==> src/rtl/shm_pkg.sv <==
// ----------------------------------------------------------------------------
// shm_pkg
// Shared types and constants for the sensor health hysteresis monitor.
// ----------------------------------------------------------------------------
package shm_pkg;

  localparam int unsigned TimeW   = 32;
  localparam int unsigned PeriodW = 16;
  localparam int unsigned ThrW    = 8;
  localparam int unsigned IdW     = 8;
  localparam int unsigned SampleW = 24;
  localparam int unsigned CfgIdxW = 3;

  // Identity values that mean the sensor did not answer
  localparam logic [IdW-1:0] IdBusLow  = 8'h00;
  localparam logic [IdW-1:0] IdBusHigh = 8'hFF;

  // Stuck or railed converter codes
  localparam logic [SampleW-1:0] SampleZero   = 24'h000000;
  localparam logic [SampleW-1:0] SampleAllOne = 24'hFFFFFF;
  localparam logic [SampleW-1:0] SampleMax    = 24'h7FFFFF;
  localparam logic [SampleW-1:0] SampleMin    = 24'h800000;

  // Configuration reset values
  localparam logic [PeriodW-1:0] PeriodRst        = 16'd500;
  localparam logic [ThrW-1:0]    MotionMissRst    = 8'd4;
  localparam logic [ThrW-1:0]    MotionHitRst     = 8'd2;
  localparam logic [ThrW-1:0]    LoadMissRst      = 8'd8;
  localparam logic [ThrW-1:0]    LoadHitRst       = 8'd2;
  localparam logic [ThrW-1:0]    LoadSuspectRst   = 8'd6;

  typedef enum logic [CfgIdxW-1:0] {
    CfgCheckPeriod   = 3'd0,
    CfgMotionMisses  = 3'd1,
    CfgMotionHits    = 3'd2,
    CfgLoadMisses    = 3'd3,
    CfgLoadHits      = 3'd4,
    CfgLoadSuspects  = 3'd5
  } cfg_reg_e;

  typedef struct packed {
    logic flag;
    logic checked;
  } chk_res_t;

  typedef struct packed {
    logic [ThrW-1:0] misses_to_fail;
    logic [ThrW-1:0] hits_to_pass;
    logic [ThrW-1:0] suspects_to_fail;
  } load_thr_t;

endpackage

==> src/rtl/shm_motion_check.sv <==
// ----------------------------------------------------------------------------
// shm_motion_check
// Motion sensor identity check: period gate, hit/miss counters and flag.
// ----------------------------------------------------------------------------
module shm_motion_check #(
  parameter int unsigned COUNT_LIMIT = 255
) (
  input  logic                       clk_i,
  input  logic                       rst_ni,
  input  logic                       fire_i,
  input  logic [shm_pkg::TimeW-1:0]  now_i,
  input  logic [shm_pkg::PeriodW-1:0] period_i,
  input  logic [shm_pkg::IdW-1:0]    id_i,
  input  logic [shm_pkg::ThrW-1:0]   misses_to_fail_i,
  input  logic [shm_pkg::ThrW-1:0]   hits_to_pass_i,
  output shm_pkg::chk_res_t          res_o
);
  import shm_pkg::*;

  localparam int unsigned CntW = $clog2(COUNT_LIMIT + 1);
  localparam logic [CntW-1:0] CntMax = CntW'(COUNT_LIMIT);

  logic [TimeW-1:0] last_q, last_d;
  logic [CntW-1:0]  miss_q, miss_d, hit_q, hit_d;
  logic             flag_q, flag_d;
  logic [TimeW-1:0] elapsed;
  logic             due, hit;

  assign elapsed = now_i - last_q;
  assign due     = elapsed >= TimeW'(period_i);
  assign hit     = (id_i != IdBusLow) && (id_i != IdBusHigh);

  always_comb begin
    last_d = last_q;
    miss_d = miss_q;
    hit_d  = hit_q;
    flag_d = flag_q;
    if (due) begin
      last_d = now_i;
      if (hit) begin
        miss_d = '0;
        hit_d  = (hit_q < CntMax) ? hit_q + 1'b1 : hit_q;
        if (ThrW'(hit_d) >= hits_to_pass_i) flag_d = 1'b1;
      end else begin
        hit_d  = '0;
        miss_d = (miss_q < CntMax) ? miss_q + 1'b1 : miss_q;
        if (ThrW'(miss_d) >= misses_to_fail_i) flag_d = 1'b0;
      end
    end
  end

  assign res_o.flag    = flag_d;
  assign res_o.checked = due;

  always_ff @(posedge clk_i or negedge rst_ni) begin
    if (!rst_ni) begin
      last_q <= '0;
      miss_q <= '0;
      hit_q  <= '0;
      flag_q <= 1'b0;
    end else if (fire_i) begin
      last_q <= last_d;
      miss_q <= miss_d;
      hit_q  <= hit_d;
      flag_q <= flag_d;
    end
  end

endmodule

==> src/rtl/shm_load_check.sv <==
// ----------------------------------------------------------------------------
// shm_load_check
// Load converter check: period gate, miss/hit/suspect counters and flag.
// ----------------------------------------------------------------------------
module shm_load_check #(
  parameter int unsigned COUNT_LIMIT = 255
) (
  input  logic                        clk_i,
  input  logic                        rst_ni,
  input  logic                        fire_i,
  input  logic [shm_pkg::TimeW-1:0]   now_i,
  input  logic [shm_pkg::PeriodW-1:0] period_i,
  input  logic                        ready_i,
  input  logic [shm_pkg::SampleW-1:0] sample_i,
  input  shm_pkg::load_thr_t          thr_i,
  output shm_pkg::chk_res_t           res_o
);
  import shm_pkg::*;

  localparam int unsigned CntW = $clog2(COUNT_LIMIT + 1);
  localparam logic [CntW-1:0] CntMax = CntW'(COUNT_LIMIT);

  logic [TimeW-1:0] last_q, last_d;
  logic [CntW-1:0]  miss_q, miss_d, hit_q, hit_d, susp_q, susp_d;
  logic             flag_q, flag_d;
  logic [TimeW-1:0] elapsed;
  logic             due, suspicious;

  assign elapsed    = now_i - last_q;
  assign due        = elapsed >= TimeW'(period_i);
  assign suspicious = (sample_i == SampleZero) || (sample_i == SampleAllOne) ||
                      (sample_i == SampleMax)  || (sample_i == SampleMin);

  always_comb begin
    last_d = last_q;
    miss_d = miss_q;
    hit_d  = hit_q;
    susp_d = susp_q;
    flag_d = flag_q;
    if (due) begin
      last_d = now_i;
      if (!ready_i) begin
        hit_d  = '0;
        susp_d = '0;
        miss_d = (miss_q < CntMax) ? miss_q + 1'b1 : miss_q;
        if (ThrW'(miss_d) >= thr_i.misses_to_fail) flag_d = 1'b0;
      end else if (suspicious) begin
        miss_d = '0;
        hit_d  = '0;
        susp_d = (susp_q < CntMax) ? susp_q + 1'b1 : susp_q;
        if (ThrW'(susp_d) >= thr_i.suspects_to_fail) flag_d = 1'b0;
      end else begin
        miss_d = '0;
        susp_d = '0;
        hit_d  = (hit_q < CntMax) ? hit_q + 1'b1 : hit_q;
        if (ThrW'(hit_d) >= thr_i.hits_to_pass) flag_d = 1'b1;
      end
    end
  end

  assign res_o.flag    = flag_d;
  assign res_o.checked = due;

  always_ff @(posedge clk_i or negedge rst_ni) begin
    if (!rst_ni) begin
      last_q <= '0;
      miss_q <= '0;
      hit_q  <= '0;
      susp_q <= '0;
      flag_q <= 1'b0;
    end else if (fire_i) begin
      last_q <= last_d;
      miss_q <= miss_d;
      hit_q  <= hit_d;
      susp_q <= susp_d;
      flag_q <= flag_d;
    end
  end

endmodule

==> src/rtl/sensor_health_hysteresis_monitor.sv <==
// Each beat passes through an input register and then a result register.
// Throughput: one beat per cycle unless the receiver stalls; both health checks run
// in the single logic stage between the registers, which updates counters and flags.
// Reset: asynchronous, active low; clears counters, flags and last-check times,
// loads the configuration defaults and empties both registers.
// ----------------------------------------------------------------------------
// sensor_health_hysteresis_monitor
// Periodic health checks with hysteresis for a motion sensor and a load converter.
// ----------------------------------------------------------------------------
module sensor_health_hysteresis_monitor #(
  parameter int unsigned COUNT_LIMIT = 255
) (
  input  logic                          clk_i,
  input  logic                          rst_ni,
  // input channel
  input  logic                          in_valid_i,
  output logic                          in_stall_o,
  input  logic [shm_pkg::TimeW-1:0]     now_ms_i,
  input  logic [shm_pkg::IdW-1:0]       motion_id_byte_i,
  input  logic                          load_sample_ready_i,
  input  logic signed [shm_pkg::SampleW-1:0] load_sample_i,
  // result channel
  output logic                          out_valid_o,
  input  logic                          out_stall_i,
  output logic                          motion_ok_o,
  output logic                          load_ok_o,
  output logic                          motion_checked_o,
  output logic                          load_checked_o,
  // configuration write channel
  input  logic                          cfg_valid_i,
  output logic                          cfg_ready_o,
  input  logic [shm_pkg::CfgIdxW-1:0]   cfg_index_i,
  input  logic [shm_pkg::PeriodW-1:0]   cfg_data_i
);
  import shm_pkg::*;

  // configuration registers
  logic [PeriodW-1:0] period_q;
  logic [ThrW-1:0]    m_miss_thr_q, m_hit_thr_q;
  load_thr_t          load_thr_q;

  // input register
  logic               s1_valid_q;
  logic [TimeW-1:0]   now_q;
  logic [IdW-1:0]     id_q;
  logic               ready_q;
  logic [SampleW-1:0] sample_q;

  // result register
  logic               out_valid_q;
  chk_res_t           m_res_q, l_res_q;

  chk_res_t           m_res, l_res;
  logic               s2_free, s1_free, fire;

  assign s2_free    = !out_valid_q || !out_stall_i;
  assign fire       = s1_valid_q && s2_free;
  assign s1_free    = !s1_valid_q || s2_free;
  assign in_stall_o = !s1_free;
  assign cfg_ready_o = 1'b1;

  always_ff @(posedge clk_i or negedge rst_ni) begin
    if (!rst_ni) begin
      period_q                    <= PeriodRst;
      m_miss_thr_q                <= MotionMissRst;
      m_hit_thr_q                 <= MotionHitRst;
      load_thr_q.misses_to_fail   <= LoadMissRst;
      load_thr_q.hits_to_pass     <= LoadHitRst;
      load_thr_q.suspects_to_fail <= LoadSuspectRst;
    end else if (cfg_valid_i) begin
      case (cfg_index_i)
        CfgCheckPeriod:  period_q                    <= cfg_data_i;
        CfgMotionMisses: m_miss_thr_q                <= cfg_data_i[ThrW-1:0];
        CfgMotionHits:   m_hit_thr_q                 <= cfg_data_i[ThrW-1:0];
        CfgLoadMisses:   load_thr_q.misses_to_fail   <= cfg_data_i[ThrW-1:0];
        CfgLoadHits:     load_thr_q.hits_to_pass     <= cfg_data_i[ThrW-1:0];
        CfgLoadSuspects: load_thr_q.suspects_to_fail <= cfg_data_i[ThrW-1:0];
        default: ;
      endcase
    end
  end

  always_ff @(posedge clk_i or negedge rst_ni) begin
    if (!rst_ni) begin
      s1_valid_q <= 1'b0;
    end else if (s1_free) begin
      s1_valid_q <= in_valid_i;
    end
  end

  always_ff @(posedge clk_i) begin
    if (s1_free && in_valid_i) begin
      now_q    <= now_ms_i;
      id_q     <= motion_id_byte_i;
      ready_q  <= load_sample_ready_i;
      sample_q <= load_sample_i;
    end
  end

  shm_motion_check #(
    .COUNT_LIMIT(COUNT_LIMIT)
  ) u_motion (
    .clk_i            (clk_i),
    .rst_ni           (rst_ni),
    .fire_i           (fire),
    .now_i            (now_q),
    .period_i         (period_q),
    .id_i             (id_q),
    .misses_to_fail_i (m_miss_thr_q),
    .hits_to_pass_i   (m_hit_thr_q),
    .res_o            (m_res)
  );

  shm_load_check #(
    .COUNT_LIMIT(COUNT_LIMIT)
  ) u_load (
    .clk_i    (clk_i),
    .rst_ni   (rst_ni),
    .fire_i   (fire),
    .now_i    (now_q),
    .period_i (period_q),
    .ready_i  (ready_q),
    .sample_i (sample_q),
    .thr_i    (load_thr_q),
    .res_o    (l_res)
  );

  always_ff @(posedge clk_i or negedge rst_ni) begin
    if (!rst_ni) begin
      out_valid_q <= 1'b0;
    end else if (s2_free) begin
      out_valid_q <= s1_valid_q;
    end
  end

  always_ff @(posedge clk_i) begin
    if (fire) begin
      m_res_q <= m_res;
      l_res_q <= l_res;
    end
  end

  assign out_valid_o      = out_valid_q;
  assign motion_ok_o      = m_res_q.flag;
  assign load_ok_o        = l_res_q.flag;
  assign motion_checked_o = m_res_q.checked;
  assign load_checked_o   = l_res_q.checked;

endmodule

==> config.mk <==
export PLATFORM = sky130hd
export DESIGN_NAME = sensor_health_hysteresis_monitor
export DESIGN_NICKNAME = d
export VERILOG_FILES = /design/src/rtl/shm_pkg.sv /design/src/rtl/shm_motion_check.sv /design/src/rtl/shm_load_check.sv /design/src/rtl/sensor_health_hysteresis_monitor.sv
export SDC_FILE = /design/constraint.sdc
export NUM_CORES = 1
export LEC_CHECK = 0
export BUFFER_PORTS_ARGS = -buffer_cell sky130_fd_sc_hd__buf_4
export CORE_MARGIN = 2
export CORE_UTILIZATION = 60
export DETAILED_ROUTE_END_ITERATION = 8
export PLACE_DENSITY = 0.79
export SLEW_MARGIN = 10
export SYNTH_ARGS = -nofsm -noshare
export SYNTH_HDL_FRONTEND = slang
export SYNTH_SLANG_ARGS = --single-unit
export TNS_END_PERCENT = 100
==> constraint.sdc <==
create_clock -name clk_i -period 7.8 [get_ports clk_i]
set_input_delay 1.56 -clock clk_i [delete_from_list [all_inputs] [get_ports clk_i]]
set_output_delay 1.56 -clock clk_i [all_outputs]
set_load 0.02 [all_outputs]
---- Yosys cells after proc, flatten, opt, wreduce, memory -nomap -nowiden ----
Index checks and enable logic that the tools add are counted.
W data, S select, Z words.
word-level totals
  bits in registers ....................... 233
  output and inout bits ................... 7
cells by class
  $add $sub $neg .......................... 7
  magnitude comparators ................... 12
  equal/unequal tests ..................... 9
  multiplexer cells ....................... 22
  reduce and logical (&&, ||, !) cells .... 23
operators with widths
  cell                    count
  $mux W8                 12
  $ge A32 B16 Y1          2
  $sub A32 B32 Y32        2
  $eq A24 B24 Y1 const B  2
  $add A8 B1 Y8 const B   5
  $ge A8 B8 Y1            5
  $lt A8 B8 Y1 const B    5
  $eq A24 B23 Y1 const B  1
  $logic_not A24 Y1       1
  $reduce_and A2 Y1       8
  $mux W1                 10
  $ne A8 B8 Y1 const B    1
  $reduce_bool A8 Y1      1
  $eq A3 B2 Y1 const B    2
  $eq A3 B3 Y1 const B    2
  $logic_or A1 B1 Y1      5
  $logic_not A1 Y1        4
  $eq A3 B1 Y1 const B    1
  $logic_and A1 B1 Y1     3
  $logic_not A3 Y1        1

---- Logic depth before layout (Yosys ltp) ----
Gate-level depths: netlist of run 1.
  depth after elaboration ................. 7
  mapped depth ............................ 22

---- By module ----
Synthesis of run 1 repeated with hierarchy kept, for this count alone.
second synthesis, totals
  cells, all modules ...................... 1607
  area total of the unflattened synthesis .. 15120.8 um^2
modules (own cells, without submodules)
  module                            instances  cells an instance  area each (um^2)
  shm_load_check                    1          772                5846.9
  shm_motion_check                  1          633                4948.5
  sensor_health_hysteresis_monitor  1          202                4325.4

---- Worst setup path after synthesis of run 1 ----
Ideal clock, no wire load.
  path type ............................... flip-flop to flip-flop
  start point ............................. reg now_q[4]
  end point ............................... reg m_res_q, in the netlist motion_ok_o, data pin
  setup time .............................. 0.262 ns
  arrival ................................. 4.481 ns
  required time ........................... 7.538 ns
  slack ................................... 3.057 ns
  cell stages (with the launch flop) ...... 20
  path through ............................ edfxtp_1 -> ha_1 -> a21o_1 -> a31oi_2 -> nand2_1 -> a31oi_1 -> o21ai_0 -> a31oi_1 -> xnor2_1 -> ha_1 -> a21oi_1 -> a21oi_1 -> or3_1 -> nor4_1 -> nand4_1 -> or4_4 -> nor3_4 -> and3_1 -> buf_4 -> mux2_1
on the way
  longest elaborated chain between the ends .. 3
RTL lines
  element                    line                                     RTL
  from (decl)                sensor_health_hysteresis_monitor.sv:44   logic [TimeW-1:0] now_q;
  from (signal assigned)     sensor_health_hysteresis_monitor.sv:93   now_q <= now_ms_i;
  $sub A32 B32 Y32           shm_motion_check.sv:29                   assign elapsed = now_i - last_q;
  $ge A32 B16 Y1             shm_motion_check.sv:30                   assign due = elapsed >= TimeW'(period_i);
  $mux W1                    shm_motion_check.sv:38                   if (due) begin
  named net u_motion.flag_d  shm_motion_check.sv:25                   logic flag_q, flag_d;
  to (signal assigned)       sensor_health_hysteresis_monitor.sv:138  m_res_q <= m_res;
  to (decl)                  sensor_health_hysteresis_monitor.sv:51   chk_res_t m_res_q, l_res_q;
The timed path passes the listed nets, and every way through them passes these cells.
A chain may end at the register's enable or synchronous reset.

---- Worst setup path in the final report of run 1 ----
  start point ............................. reg now_q[0]
  end point ............................... reg u_load.last_q[0]
on the way
  longest elaborated chain between the ends .. 3
RTL lines
  element                      line                  RTL
  $sub A32 B32 Y32             shm_load_check.sv:29  assign elapsed = now_i - last_q;
  $ge A32 B16 Y1               shm_load_check.sv:30  assign due = elapsed >= TimeW'(period_i);
  $reduce_and A2 Y1 (no line)  n/a
  to (signal assigned)         shm_load_check.sv:72  last_q <= last_d;
  to (decl)                    shm_load_check.sv:23  logic [TimeW-1:0] last_q, last_d;
Several ways; a longest one is shown, not always the timed one.

==> flow_summary.json, run 1 <==
{
  "grt_max_degree": 87,
  "syn_inst": 1682,
  "htree_levels": 1,
  "fp.dieW_um": 165,
  "gp_congestion": 0.962,
  "drtIter0Drc": 1187,
  "portBuffers": 93,
  "max_slew.worst_pin.slew_ns": 1.10,
  "reg2reg_to": "u_load.last_q[0]",
  "skew_ns": 0.0191,
  "reg2regPathDepth": 18,
  "ys.flop_type": "dfrtp_1",
  "avgViaCountPerCell": 6.28,
  "area_growth_pct": 11.1,
  "maxCapViolations": 0,
  "synth-async-reset-ratio_pct": 70.7,
  "synthesis.area_mm2": 0.0156,
  "start_kind": "register",
  "core_mm2": 0.0253,
  "place_ws_ns": 1.83,
  "nFillCells": 2033,
  "hp-class": "reg -> reg",
  "initial_utilization_pct": 61.5,
  "max-slew-margin-rel_pct": 25.8,
  "ant_nets": 0,
  "cts_buffers": 25,
  "final_max_slew_viol_count": 0,
  "finalCritPeriodShare_pct": 78.2,
  "ios": 96,
  "fin_cells": 2101,
  "worstPathArrival_ns": 6.51,
  "routedWlPerCell_um": 19.1,
  "dp.cells": 2055,
  "finalNetCount": 1982,
  "postLayoutCellArea_mm2": 0.0173,
  "dieArea_mm2": 0.0273,
  "track_usage_pct": 29.8,
  "synth_top_cell_by_area": "dfrtp_1",
  "r2r-start": "now_q[0]",
  "dp_hpwl_um": 29700,
  "vdd_ir_drop_max_uv": 213,
  "yosys-top-cells-area": "dfrtp_1 24%, edfxtp_1 13%, ha_1 11%",
  "rsz0062_at_grt": "no",
  "grt_pass1_vias": 12800,
  "powerDensity_mw_per_mm2": 252,
  "drive_above_1_share_pct": 11.9,
  "crit_fanout": 67,
  "hold_viol_final": 0,
  "p_leak_nw": 7.51,
  "setup_viol": 0,
  "antenna_found_initial": 0,
  "path_clk_slew_ns": 0.06,
  "diodes": 0,
  "grt_first_pass_wirelength_um": 64800,
  "ys_warn_count": 0,
  "synth_edf_count": 68,
  "hold_start": "load_thr_q[23]",
  "hold_depth": 1,
  "postCtsSetupRepairBufs": 0,
  "gr-total-overflow": 0,
  "setup_tns_ns": 0,
  "synth.top_cell.area_share_pct": 24.4,
  "dr.pass1.iters": 7,
  "clk_latency_ns": 0.54,
  "fin_crit_ns": 6.10,
  "r2r_setup_slack_ns": 1.70,
  "die_h_um": 165,
  "synth-seq-cells": 232,
  "synthesis.nets": 1912,
  "status": "finished, final reports clean",
  "drt-total-wl_um": 40200,
  "core.rowCount": 58,
  "min_to": "load_thr_q[23]",
  "clock_path_buffers": 3,
  "layout_setup_ws_ns": 1.70,
  "via_count": 13200,
  "cts.sinks": 232,
  "clockRootBuffer": "clkbuf_16",
  "endpoint_kind": "register",
  "syn_avg_cell_area_um2": 9.26,
  "hold_buffers": 0,
  "cts_resized": 0,
  "worstPathRequired_ns": 8.21,
  "netlist-cell-type-count": 89,
  "cts_tree": "built",
  "yosysSeqAreaShare_pct": 39.6,
  "post-route-drc-count": 0,
  "critPathKind": "reg -> reg",
  "total_power_mw": 4.35,
  "dpl_cell_area_mm2": 0.0165,
  "fmax_mhz": 164
}
[report_power, final]
group / switching (mW) / internal [mW] / total [mW]
Combinational: 0.988 / 0.656 / 1.64
Sequential: 0.0896 / 1.44 / 1.53
Clock: 0.492 / 0.690 / 1.18
[cell families after synthesis]
kind of cell,count (synthesis),share of synthesized area (%)
AO/OA/AOI/OAI,478,20.2
buffers and inverters,219,5.75
adder cells (fa/ha/maj),141,11.4
flip-flops,232,39.6
other,1,0.0241
AND/OR/NAND/NOR,508,16.5
XOR/XNOR,55,3.09
multiplexers,48,3.39
[layout by cell type, fill, tap and decap left out, types with 25 or more instances in the layout]
master     Yosys  routed
a21o_1        30      30
a21oi_1       96      96
buf_4          5     103
clkbuf_16      0      25
dfrtp_1      152     152
edfxtp_1      68      68
ha_1         139     139
inv_1        157     157
mux2_2        25      25
nand2_1      178     178
nand3_1       48      48
nand4_1       40      40
nor2_1        75      75
nor3_1        29      29
o21a_1        27      27
o21ai_0       92      92
o22ai_1       82      82
xnor2_1       38      38
[per-stage QoR]
stage	hold WS, ns	util (%)
2_1_floorplan	0.457	-
3_3_place_gp	0.481	65.2
3_5_place_dp	0.486	65.2
4_1_cts	0.507	68.3
5_1_grt	0.520	68.3
6_report	0.506	68.3
[synth_stat cells (5+ instances only)]
cell / count
nand2_1: 178
inv_1: 157
dfrtp_1: 152
ha_1: 139
a21oi_1: 96
o21ai_0: 92
o22ai_1: 82
nor2_1: 75
edfxtp_1: 68
nand3_1: 48
nand4_1: 40
xnor2_1: 38
clkbuf_1: 32
a21o_1: 30
nor3_1: 29
o21a_1: 27
mux2_2: 25
nor2b_1: 22
nand2b_1: 21
buf_2: 20
o211ai_1: 18
xor2_1: 17
nor4_1: 15
and3_1: 14
mux2_1: 13
dfstp_2: 12
o21ai_1: 12
a211oi_1: 11
a31oi_1: 11
o2111ai_1: 11
mux2i_1: 10
or3_1: 10
a21boi_0: 9
and2_1: 9
and4_1: 9
nand3b_1: 7
o21bai_1: 6
a2111oi_0: 5
a31o_2: 5
buf_4: 5
o31ai_1: 5
or4_1: 5
[layout make-up]
type	instances	area, um^2	share of cell area (%)
Tap cell	330	413	2.39
Clock inverter	13	143	0.825
Inverter	158	593	3.43
Sequential cell	232	6160	35.6
Timing Repair Buffer	104	785	4.53
Clock buffer	33	656	3.79
Multi-Input combinational cell	1231	8550	49.4
[how the worst max path moves through the flow]
stage,start,endpoint,slack [ns],cells after the start
after floorplan,now_q[4],motion_ok_o,3.06,19
after global placement,now_q[0],u_load.susp_q[0],2.03,18
after detailed placement,now_q[0],u_load.last_q[0],1.83,18
after CTS,now_q[0],u_load.last_q[0],1.76,18
after global routing,now_q[0],u_load.susp_q[0],1.45,18
final,now_q[0],u_load.last_q[0],1.70,18
[metal layers]
metal / vias up / wire length [um] / track usage (%)
li1: 6306 / - / -
met1: 6335 / 17600 / 40.8
met2: 474 / 18500 / 49.2
met3: 89 / 2530 / 3.30
met4: 0 / 1480 / 10.5
met5: - / 0 / 0
[state kept, by name (all words and copies together), names as in the netlist, 8 cells and up]
signal           count
period_q            16
u_load.hit_q         8
now_q               32
id_q                 8
load_thr_q          24
u_motion.last_q     32
m_hit_thr_q          8
sample_q            23
u_motion.hit_q       8
u_load.miss_q        8
u_motion.miss_q      8
u_load.last_q       32
u_load.susp_q        8
m_miss_thr_q         8
[worst max-delay path, cell delays in order, from the launching register on]
cell	delay, ns
edfxtp_1	0.37
inv_1	0.07
ha_1	0.22
fa_1	0.42
nor2b_1	0.20
o2111ai_1	0.27
a211oi_1	0.71
nor2_1	0.14
xnor2_1	0.18
ha_1	0.20
a211oi_1	0.35
o32ai_1	0.17
or3b_1	0.38
a2111oi_0	0.55
o2111ai_1	0.27
nor4_2	0.48
a31oi_4	0.12
buf_4	0.42
mux2_1	0.42
Power figures use the tool's default switching activity.
==> inputs of run 2 (changes only) <==
Clock period 7.8 ns to 5.7 ns, I/O delays scaled along.
==> run 2 against run 1 <==
Effect of this change:
- register-to-register slack worse by 1.4 ns
- clock-buffer cell count is 2 higher
- final cell count is 0.57% higher
- sequential power is 37% higher
- largest cell class unchanged
- clock skew is 0.010 ns lower
- critical endpoint unchanged
- critical path type unchanged
- largest power group unchanged
- utilization is 0.82 points higher
- final area is 1.2% higher
- total power is 40% higher
- critical path depth stayed put
- setup slack worse by 1.4 ns
==> flow_summary.json, run 2 (synthesis gave the netlist of run 1 again) <==
{
  "status": "finished, final reports clean",
  "worstPathArrival_ns": 5.85,
  "path_cells": "inv_1 > ha_1 > fa_1 > nor2b_1 > o2111ai_1 > a21oi_2 > nor3_1 > xnor2_1 > ha_1 > a211oi_1 > o32ai_1 > or3b_1 > a2111oi_0 > o2111ai_1 > nor4_4 > a31oi_4 > buf_12 > mux2_1",
  "skew_ns": 0.00857,
  "clock_path_buffers": 3,
  "diodes": 0,
  "mostFrequentLayoutCell": "nand2_1",
  "track_usage_pct": 30.3,
  "final_core_util_pct": 69.1,
  "initial_utilization_pct": 61.5,
  "critPathKind": "reg -> reg",
  "post-route-drc-count": 0,
  "gp_congestion": 0.971,
  "setup_tns_ns": 0,
  "drt-total-wl_um": 41000,
  "path_depth": 18,
  "worstPathRequired_ns": 6.13,
  "layout_common_cells": "178 x nand2_1, 157 x inv_1, 152 x dfrtp_1",
  "max_stage_delay_ns": 0.43,
  "place_ws_ns": 0.251,
  "layout_setup_ws_ns": 0.285,
  "dr.pass1.iters": 5,
  "drtIter0Drc": 1281,
  "intPower_mw": 3.88,
  "routedWlPerCell_um": 19.4,
  "hold_viol_final": 0,
  "hp-class": "reg -> reg",
  "pwr-share-seq_pct": 34.2,
  "p_comb_share_pct": 37.3,
  "rsz0062_at_grt": "no",
  "dieArea_mm2": 0.0273,
  "ios": 96,
  "core_mm2": 0.0253,
  "maxCapViolations": 0,
  "largestRegisters": "now_q: 32 flops, u_load.last_q: 32 flops, u_motion.last_q: 32 flops",
  "fmax_mhz": 185,
  "clk_latency_ns": 0.56,
  "crit_fanout": 36,
  "endpoint_kind": "register",
  "area_growth_pct": 12.4,
  "cts.sinks": 232,
  "ant_nets": 0,
  "pwr-share-clk_pct": 28.5,
  "cts_buffers": 27,
  "grt_first_pass_wirelength_um": 65800,
  "avgViaCountPerCell": 6.26,
  "swShare_pct": 36.3,
  "p_leak_nw": 7.61,
  "holdWs_ns": 0.505,
  "finalNetCount": 1992,
  "crit_family": "compound AO/OA/AOI/OAI gates",
  "total_power_mw": 6.10,
  "cts_tree": "built",
  "final_max_slew_viol_count": 0,
  "grt_max_degree": 93,
  "antenna_found_initial": 0,
  "reg2regPathDepth": 18,
  "htree_levels": 1,
  "vdd_ir_drop_max_uv": 288,
  "crit_buf_inv": 2,
  "drive_above_1_share_pct": 13.0,
  "start_kind": "register",
  "critical_path.slowest_cell": "a211oi_1",
  "fp.dieW_um": 165,
  "nFillCells": 1987,
  "clockRootBuffer": "clkbuf_16",
  "path_clk_slew_ns": 0.06,
  "grt_pass1_vias": 13000,
  "dp_hpwl_um": 30900,
  "die_h_um": 165,
  "powerDensity_mw_per_mm2": 348,
  "gr-total-overflow": 0,
  "switchingPower_mw": 2.22,
  "hold_buffers": 0,
  "via_count": 13200,
  "max-slew-margin-rel_pct": 26.6,
  "core.rowCount": 58,
  "fin_crit_ns": 5.42,
  "regArea_mm2": 0.00616,
  "max_slew.worst_pin.slew_ns": 1.09,
  "portBuffers": 93,
  "setup_viol": 0,
  "finalCritPeriodShare_pct": 95.0,
  "hold_depth": 1,
  "multi_input_area_mm2": 0.00857
}
run 2: final cells by class:
type / count / area share, %
Clock inverter: 15 / 0.922
Clock buffer: 35 / 4.20
Multi-Input combinational cell: 1231 / 49.0
Sequential cell: 232 / 35.2
Inverter: 158 / 3.39
Timing Repair Buffer: 112 / 4.97
Tap cell: 330 / 2.36
run 2: worst paths after layout:
path                               start                  end  slack [ns]
max                             now_q[0]     u_load.last_q[0]        0.28
min                        load_thr_q[7]        load_thr_q[7]        0.50
max reg2reg                     now_q[0]     u_load.last_q[0]        0.28
min reg2reg                load_thr_q[7]        load_thr_q[7]        0.50
max in group asynchronous         rst_ni  u_motion.last_q[21]        3.93
min in group asynchronous         rst_ni     u_load.susp_q[6]        0.63
run 2: metal layers:
| metal | share of wire (%) | track usage, % | vias to the layer above |
|---|---|---|---|
| li1 | - | - | 6328 |
| met3 | 6.1 | 4.30 | 87 |
| met4 | 3.2 | 10.4 | 0 |
| met5 | 0 | 0 | - |
| met2 | 46 | 49.3 | 465 |
| met1 | 45 | 41.6 | 6339 |
run 2: metrics by stage:
stage,instance area (um^2),std cells
2_1_floorplan,15600,1682
3_3_place_gp,16600,2062
3_5_place_dp,16600,2062
4_1_cts,17500,2112
5_1_grt,17500,2113
6_report,17500,2113
run 2: power groups by stage:
stage | combinational [mW] | clock [mW] | sequential, mW
after global routing | 2.54 | 1.84 | 2.11
final | 2.27 | 1.74 | 2.09
after CTS | 2.24 | 1.76 | 2.09
after floorplan | 1.65 | 0 | 2.08
after detailed placement | 2.22 | 0 | 2.12
after global placement | 2.14 | 0 | 2.10
run 2: repair_timing:
action                                  in CTS  in global routing
buffers inserted                             0                  1
endpoints found under the setup margin       0                 67
resized for setup                            0                  4
